`src/hw/rtl/bfsp_ram.sv`:
```
module bfsp_ram #(
   parameter int WIDTH = 8,
   parameter int DEPTH = 16,
   localparam int AW = (DEPTH > 1) ? $clog2(DEPTH) : 1
) (
   input  logic             clock,
   input  logic             wr_en,
   input  logic [AW-1:0]    wr_addr,
   input  logic [WIDTH-1:0] wr_data,
   input  logic [AW-1:0]    rd_addr,
   output logic [WIDTH-1:0] rd_data
);

   logic [WIDTH-1:0] mem_ff [DEPTH];
   logic [WIDTH-1:0] rd_data_ff;

   always_ff @(posedge clock) begin
      if (wr_en) begin
         mem_ff[wr_addr] <= wr_data;
      end
      rd_data_ff <= mem_ff[rd_addr];
   end

   assign rd_data = rd_data_ff;

endmodule

```
`config.mk`:
```
export PLATFORM = sky130hd
export DESIGN_NAME = bfsp_ram
export DESIGN_NICKNAME = d
export VERILOG_FILES = /design/src/hw/rtl/bfsp_ram.sv
export SDC_FILE = /design/constraint.sdc
export NUM_CORES = 1
export LEC_CHECK = 0
export ABC_AREA = 1
export BUFFER_PORTS_ARGS = -buffer_cell sky130_fd_sc_hd__buf_2
export CAP_MARGIN = 20
export CELL_PAD_IN_SITES_DETAIL_PLACEMENT = 1
export CELL_PAD_IN_SITES_GLOBAL_PLACEMENT = 1
export CORE_ASPECT_RATIO = 2
export CORE_UTILIZATION = 35
export CTS_CLUSTER_DIAMETER = 80
export DETAILED_ROUTE_END_ITERATION = 7
export PLACE_DENSITY = 0.69
export RECOVER_POWER = 50
export SLEW_MARGIN = 10
export SYNTH_ARGS = -nofsm -noshare
export SYNTH_HDL_FRONTEND = slang
export SYNTH_SLANG_ARGS = --single-unit
```
`constraint.sdc`:
```
create_clock -name clock -period 1.1 [get_ports clock]
set_input_delay 0.055 -clock clock [delete_from_list [all_inputs] [get_ports clock]]
set_output_delay 0.055 -clock clock [all_outputs]
set_load 0.01 [all_outputs]
```
# Yosys cells after proc, flatten, opt, wreduce, memory -nomap -nowiden

Memory sizes are Yosys's and may differ from the RTL's. A register that Yosys moved wholly into a read port is not among the register bits.
Cells that the tools add are included.

Logic and storage cells: 3
Memories kept: 1
Flip-flop bits (word level): 0
Input port bits: 18
Bits in writable memories: 128

Memory list:

| name   | words | bits a word | read ports | clocked after memory_dff | write ports | RTL line | source |
|---|---|---|---|---|---|---|---|
| mem_ff | 16    | 8           | 1          | 1                        | 1           | 14       | `logic [WIDTH-1:0] mem_ff [DEPTH];` |

Muxes and demuxes: 2

Operators by type and width:

| cell   | count |
|---|---|
| $mux 1 | 2 |

# Longest topological paths before layout

Gate-level depths: netlist (run 1).

Depth in word-level cells: 2
Mapped depth: 8
Depth with buffers taken out: 7

# Worst setup path after synthesis (run 1)

OpenSTA, ideal clock, no wires.

Path kind: input-to-reg
Start point: in wr_addr[3]
End point: mem mem_ff[4][0], enable pin
Setup slack: 0.094 ns
Path buffers: 0
Data required time: 0.730 ns
Stages on the path: 2
Data arrival time: 0.636 ns
Cell sequence: nand3b_1 -> nor2_1

RTL lines:

| element            | RTL line | source |
|---|---|---|
| start: declaration | 8        | `input logic [AW-1:0] wr_addr,` |
| end: declaration   | 14       |  |

No word-level cell before the write port.

==> metrics.md, run 1 <==
| Metric | Value |
|---|---|
| Ys Warns | `0` |
| Vias | `3917` |
| HP Class | `in2reg` |
| Final cycle utilization of the critical path | `94.14%` |
| Library cells used by synthesis | `12` |
| Final net count | `621` |
| Synthesized area | `~0.0058 mm²` |
| Place WS | `-152.0 ps` |
| Post-Synthesis Cells | `551` |
| Psw | `2.750 mW` |
| Drt drc | `0` |
| Peak supply drop | `0.8469 mV` |
| Total gr overflow | `0` |
| Setup WS post-layout | `64.50 ps` |
| Routed WL per cell | `18.90 µm` |
| Syn Nets | `569` |
| Vias per Instance | `4.777` |
| Yosys top cell by area | `edfxtp_1` |
| Slew @ Worst Pin | `around 1000 ps` |
| Final hold vios | `0` |
| Internal cell power | `roughly 9 mW` |
| FMAX | `965.7 MHz` |
| ANT cells | `0` |
| Clock Skews | `between 6 and 7 ps` |
| Critical Path Start Type | `register` |
| Syn Area/Cell | `10.47 µm²` |
| Critical Path Start | `mem_ff[1][0]` |
| Hold_ws | `36.87 ps` |
| Minimum clock period | `1035 ps` |
| Initial Util | `a little over a third` |
| Top cell family by delay on the critical path | `simple AND/OR/NAND/NOR gates` |
| Worst setup EP type | `register` |
| Crit Path Class | `reg2reg` |
| Reg-to-reg setup timing slack | `~65 ps` |
| Row count | `66` |
| Area grow syn2layout | `18.88%` |
| Worst r2r src | `mem_ff[1][0]` |
| Arrival time at the worst endpoint | `1350 ps` |
| Cells on worst reg2reg path | `6` |
| WHS Path Cells | `4` |
| LEAKAGE | `just under 3 nW` |
| Outcome | `finished clean` |
| DIE HEIGHT | `183.5 µm` |
| Util after Layout | `42.35%` |
| CTS Buffer Depth | `2` |
| Pwr Density | `1751 mW/mm²` |
| First-pass GRT wire length | `between 20000 and 25000 µm` |
| PortBufs | `25` |
| Clock Power Share | `44.7%` |
| Vias in the first global route | `between 4000 and 5000` |
| Initial antenna violation count | `0` |
| Hpwl dp | `between 10000 and 15000 µm` |
| Synth top area share | `66.65%` |
| Die width | `between 90 and 100 µm` |
| Fill count | `around 1900` |
| Die area | `0.01703 mm²` |
| Root buffer cell | `clkbuf_16` |
| CTS tree | `done` |
| Register Area | `about 0.004 mm²` |
| Max-slew violations | `0` |
| Post-synthesis sequential area ratio | `between 60% and 70%` |
| Most common cell in the netlist | `nand2_1` |
| Synth Register Bits | `approximately 140` |
| Dpl cells | `787` |
| Max transition margin | `30.85%` |
| Sw Ratio | `22.91%` |
| Gate power share | `6.7%` |
| Routed WL | `15500 µm` |
| Pin count of the biggest net entering global routing | `54` |
| Core Footprint | `0.01619 mm²` |
| Area occupied by multi-input gates | `0.001239 mm²` |
| Clock sink count | `about 140` |
| Ys async rst share | `0%` |
| Pwr Total | `12.00 mW` |
| RePlAce Congestion | `0.8687` |
| Global Route Usage Sum | `19.87%` |
| ANT nets after route | `0` |
| Critical Path Max Stage Delay | `approximately 360 ps` |
| Most used cell, CP | `nand3_1` |
| Synth area leaders | `edfxtp_1 (67%), nand2_1 (11%), nand3_1 (8.4%)` |
| MaxCap Viol Count | `0` |
| Hold_sp | `rd_addr[2]` |
| Sequential power share | `48.6%` |
| Worst-path maximum fanout | `1` |
| WHS Endpoint | `rd_data[7]` |
| Starting DRT DRC Count | `about 230` |
| Number of H-tree levels | `4` |
| Layout cell share with drive strength beyond 1 | `13.64%` |
| Cells along the critical path | `inv_1 > nand2_1 > nand3_1 > nand3_1 > nand3_1 > nand2_1` |
| Worst-Skew Late Latency | `420 ps` |
| DRT Pass-1 Iters | `4` |
| Post-synth EDFFs | `128` |
| Worst path depth | `6` |
| Top Ports | `26` |
| Worst r2r dst | `rd_data[0]` |
| Worst path buffer plus inverter count | `1` |
| Clock slew at reported path FFs | `roughly 60 ps` |
| Critical Path RT | `~1400 ps` |
| Post-synth top cells | `nand2_1 (173), edfxtp_1 (128), inv_1 (100), nand3_1 (97), nor2_1 (17)` |
| Main synth FF type | `edfxtp_1` |
| Clock buffer count from CTS | `17` |
| Finished Layout Cells | `820` |
| Crit path max-delay cell type | `edfxtp_1` |
| Setup Viol. Count Final | `0` |
what timing repair did:
action	in CTS	in global routing
setup endpoints to repair	0	3
endpoints found under the hold margin	8	0
resized for setup	0	5
hold buffers	1	0
buffers inserted	0	0
worst reg2reg max path, cell delays in order (launching register included):
cell	delay, ps
edfxtp_1	360
inv_1	70
nand2_1	50
nand3_1	90
nand3_1	190
nand3_1	120
nand2_1	50
layer usage:
layer / wire (µm) / up-vias / GRT usage, %
met5: 0 / - / 0
met4: 635 / 0 / 12.80
met3: 336 / 38 / 3.309
met2: 8674 / 82 / 35.59
met1: 5848 / 1919 / 21.11
li1: - / 1878 / -
kinds of logic after synthesis:
group         synth area share, %
simple gates                21.05
buf+inv                     9.525
flops                       69.43
worst max-delay path by stage:
| stage | end | slack (ps) |
|---|---|---|
| after detailed placement | rd_data[4] | -150 |
| after global routing | rd_data[4] | -2 |
| after global placement | rd_data[4] | -90 |
| after floorplan | mem_ff[4][0] | 90 |
| final | rd_data[0] | 60 |
| after CTS | rd_data[3] | 30 |
through the flow:
step / cell area [µm²] / TNS [ps]
2_1_floorplan: 5767 / 0
4_1_cts: 6845 / 0
5_1_grt: 6855 / -1.919
3_3_place_gp: 6276 / -141.6
6_report: 6855 / 0
3_5_place_dp: 6276 / -548.3
flip-flops by register name, summed over array words and instances, names as in the netlist:
name	flops
mem_ff	128
rd_data	8
cell usage in the layout (no fill, tap or decap), types with 4 or more instances in the layout:
master,Yosys,layout
buf_12,0,5
buf_2,13,16
buf_4,4,25
clkbuf_1,0,11
clkbuf_16,0,17
clkinv_2,0,5
clkinvlp_4,0,4
dfxtp_1,8,8
edfxtp_1,128,128
inv_1,100,100
nand2_1,173,173
nand3_1,97,92
nand3_2,0,5
nor2_1,17,17
cell type report:
class	count	share of cell area, %
sequential	136	58.40
multi-input combinational	289	18.07
clock buffer	20	6.662
timing repair buffer	57	6.059
inverter	102	5.585
tap	204	3.723
clock inverter	12	1.497
power groups by stage:
stage	Clock (mW)	Combinational, mW	Sequential, mW
after floorplan	0	0.409	5.95
after global placement	0	0.780	5.94
after detailed placement	0	0.808	5.94
after CTS	5.47	0.821	5.83
after global routing	5.65	0.887	5.84
final	5.37	0.802	5.83
No activity file was read; power rests on OpenSTA's default activity.
==> inputs of run 2 (changes only) <==
--- a/config.mk
+++ b/config.mk
@@ -11,10 +11,10 @@
 export CELL_PAD_IN_SITES_DETAIL_PLACEMENT = 1
 export CELL_PAD_IN_SITES_GLOBAL_PLACEMENT = 1
 export CORE_ASPECT_RATIO = 2
-export CORE_UTILIZATION = 35
+export CORE_UTILIZATION = 49
 export CTS_CLUSTER_DIAMETER = 80
 export DETAILED_ROUTE_END_ITERATION = 7
-export PLACE_DENSITY = 0.69
+export PLACE_DENSITY = 0.88
 export RECOVER_POWER = 50
 export SLEW_MARGIN = 10
 export SYNTH_ARGS = -nofsm -noshare
==> run 2 against run 1 <==
Against the previous run:
- critical endpoint is now rd_data[4]
- die area decreased by 28%
- cell area decreased by 0.57%
- largest cell class unchanged
- power decreased by 1.6%
- worst hold slack got worse by 18 ps
- global-route usage increased by 11 points
- fmax decreased by 2.0%
- cell count decreased by 7.6%
- sequential power about the same
- clock power decreased by 4.7%
==> metrics.md, run 2 (synthesized netlist as in run 1, its figures left out) <==
| Metric | Value |
|---|---|
| Outcome | `finished clean (unchanged)` |
| DIE HEIGHT | `155.4 µm (was 183.5 µm)` |
| Pin count of the biggest net entering global routing | `48 (was 54)` |
| Area grow syn2layout | `18.20% (was 18.88%)` |
| Top Ports | `26 (unchanged)` |
| Routed WL per cell | `22.30 µm (was 18.90 µm)` |
| Row count | `55 (was 66)` |
| PortBufs | `25 (unchanged)` |
| Starting DRT DRC Count | `283 (was 227)` |
| Finished Layout Cells | `758 (was 820)` |
| Max-slew violations | `0 (unchanged)` |
| Most flop-heavy register | `mem_ff (unchanged)` |
| Global Route Usage Sum | `30.59% (was 19.87%)` |
| Worst r2r src | `mem_ff[1][4] (was mem_ff[1][0])` |
| Final hold vios | `0 (unchanged)` |
| Max transition margin | `33.42% (was 30.85%)` |
| Drt drc | `0 (unchanged)` |
| Final non-filler cell area | `0.006817 mm² (was 0.006855 mm²)` |
| Critical Path Start Type | `register (unchanged)` |
| Die width | `78.71 µm (was 92.77 µm)` |
| Total gr overflow | `0 (unchanged)` |
| Core Footprint | `0.01135 mm² (was 0.01619 mm²)` |
| Peak supply drop | `2.129 mV (was 0.8469 mV)` |
| Clock sink count | `136 (unchanged)` |
| Crit Path Class | `reg2reg (unchanged)` |
| Routed WL | `16900 µm (was 15500 µm)` |
| Arrival time at the worst endpoint | `1360 ps (was 1350 ps)` |
| Final net count | `621 (unchanged)` |
| Pwr Density | `1733 mW/mm² (was 1751 mW/mm²)` |
| Commonest non-fill, non-tap cell in the layout | `nand2_1 (unchanged)` |
| Worst-path maximum fanout | `1 (unchanged)` |
| Worst-Skew Late Latency | `420 ps (about the same)` |
| Setup Viol. Count Final | `0 (unchanged)` |
| Crit path capture | `rd_data[4] (was rd_data[0])` |
| ANT cells | `0 (unchanged)` |
| Root buffer cell | `clkbuf_16 (unchanged)` |
| Number of H-tree levels | `4 (unchanged)` |
| FMAX | `946.3 MHz (was 965.7 MHz)` |
| Vias per Instance | `5.426 (was 4.777)` |
| Hold_ws | `19.15 ps (was 36.87 ps)` |
| Final cycle utilization of the critical path | `96.06% (was 94.14%)` |
| Setup Buffers After CTS | `0 (unchanged)` |
| Critical Path Start | `mem_ff[1][4] (was mem_ff[1][0])` |
| Dpl cells | `726 (was 787)` |
| LEAKAGE | `2.950 nW (was 2.949 nW)` |
| Worst setup EP type | `register (unchanged)` |
| Worst r2r dst | `rd_data[4] (was rd_data[0])` |
| Hpwl dp | `10290 µm (was 10390 µm)` |
| Vias | `4113 (was 3917)` |
| Most frequent cells in the layout | `nand2_1 (173), edfxtp_1 (128), inv_1 (99), nand3_1 (80), buf_4 (24) (was nand2_1 (173), edfxtp_1 (128), inv_1 (100), nand3_1 (92), buf_4 (25))` |
| Clock Skews | `9.281 ps (was 6.329 ps)` |
| CTS Buffer Depth | `2 (unchanged)` |
| DRT Pass-1 Iters | `4 (unchanged)` |
| RePlAce Congestion | `0.9064 (was 0.8687)` |
| MaxCap Viol Count | `0 (unchanged)` |
| Clock buffer count from CTS | `17 (unchanged)` |
| Clock slew at reported path FFs | `60 ps (about the same)` |
| DP Area | `0.006218 mm² (was 0.006276 mm²)` |
| Util after Layout | `60.03% (was 42.35%)` |
| Initial antenna violation count | `0 (unchanged)` |
| Vias in the first global route | `4541 (was 4181)` |
| Critical Path RT | `1400 ps (was 1420 ps)` |
| Die area | `0.01223 mm² (was 0.01703 mm²)` |
| Cells on worst reg2reg path | `6 (unchanged)` |
| Slew @ Worst Pin | `998.7 ps (was 1037 ps)` |
| Minimum clock period | `1057 ps (was 1035 ps)` |
| Reg-to-reg setup timing slack | `40 ps (was 60 ps)` |
| First-pass GRT wire length | `26080 µm (was 24050 µm)` |
| ANT nets after route | `0 (unchanged)` |
| CTS tree | `done (unchanged)` |
| Layout cell share with drive strength beyond 1 | `15.58% (was 13.64%)` |
| Max FFs per register | `128 (unchanged)` |
| HP Class | `in2reg (unchanged)` |
| Initial Util | `50.79% (was 35.63%)` |
run 2: what timing repair did:
| item | 4_1_cts | 5_1_grt |
|---|---|---|
| endpoints found under the setup margin | 4 | 7 |
| pin swaps | 0 | 2 |
| hold buffers | 0 | 0 |
| gates resized for setup | 5 | 13 |
run 2: routing by layer:
layer | GRT usage (%) | vias to the layer above | share of wire [%]
met5 | 0 | - | 0
met4 | 17.99 | 0 | 5.7
met3 | 5.279 | 51 | 4.9
met2 | 54.82 | 147 | 56
met1 | 32.97 | 2034 | 34
li1 | - | 1881 | -
run 2: how the worst min path moves through the flow:
stage,start,endpoint,slack [ps],cells after the start
after floorplan,wr_data[0],mem_ff[0][0],150,0
after global placement,rd_addr[3],rd_data[7],430,3
after detailed placement,rd_addr[3],rd_data[1],440,3
after CTS,rd_addr[3],rd_data[1],4,3
after global routing,rd_addr[3],rd_data[1],10,3
final,rd_addr[3],rd_data[1],20,3
run 2: worst max-delay path, cell delays in order, from the launching register on:
cell      delay (ps)
edfxtp_1         390
inv_2             90
nand2_1          100
nand3_2          110
nand3_1           80
nand3_1          100
nand2_1           80
run 2: final cells by class:
type | count | area, µm²
Sequential cell | 136 | 4004
Tap cell | 142 | 177.7
Clock inverter | 15 | 106.4
Inverter | 102 | 382.9
Clock buffer | 17 | 425.4
Multi-Input combinational cell | 289 | 1299
Timing Repair Buffer | 57 | 421.7
Fill cell | 1244 | 4538
run 2: per-stage QoR:
step | setup slack (ps) | TNS [ps] | power [mW]
after floorplan | 94.16 | 0 | 6.354
after global routing | -4.108 | -4.108 | 12.12
after detailed placement | -96.82 | -440.9 | 6.745
after CTS | 1.110 | 0 | 11.87
after global placement | -54.63 | -93.74 | 6.692
final | 43.30 | 0 | 11.81
run 2: where the power goes:
| group | switching [mW] | total [mW] | internal, mW | leakage [nW] |
|---|---|---|---|---|
| combinational | 0.596 | 0.856 | 0.260 | 1.48 |
| clock | 2.25 | 5.12 | 2.87 | 0.243 |
| sequential | 0.0412 | 5.84 | 5.80 | 1.22 |
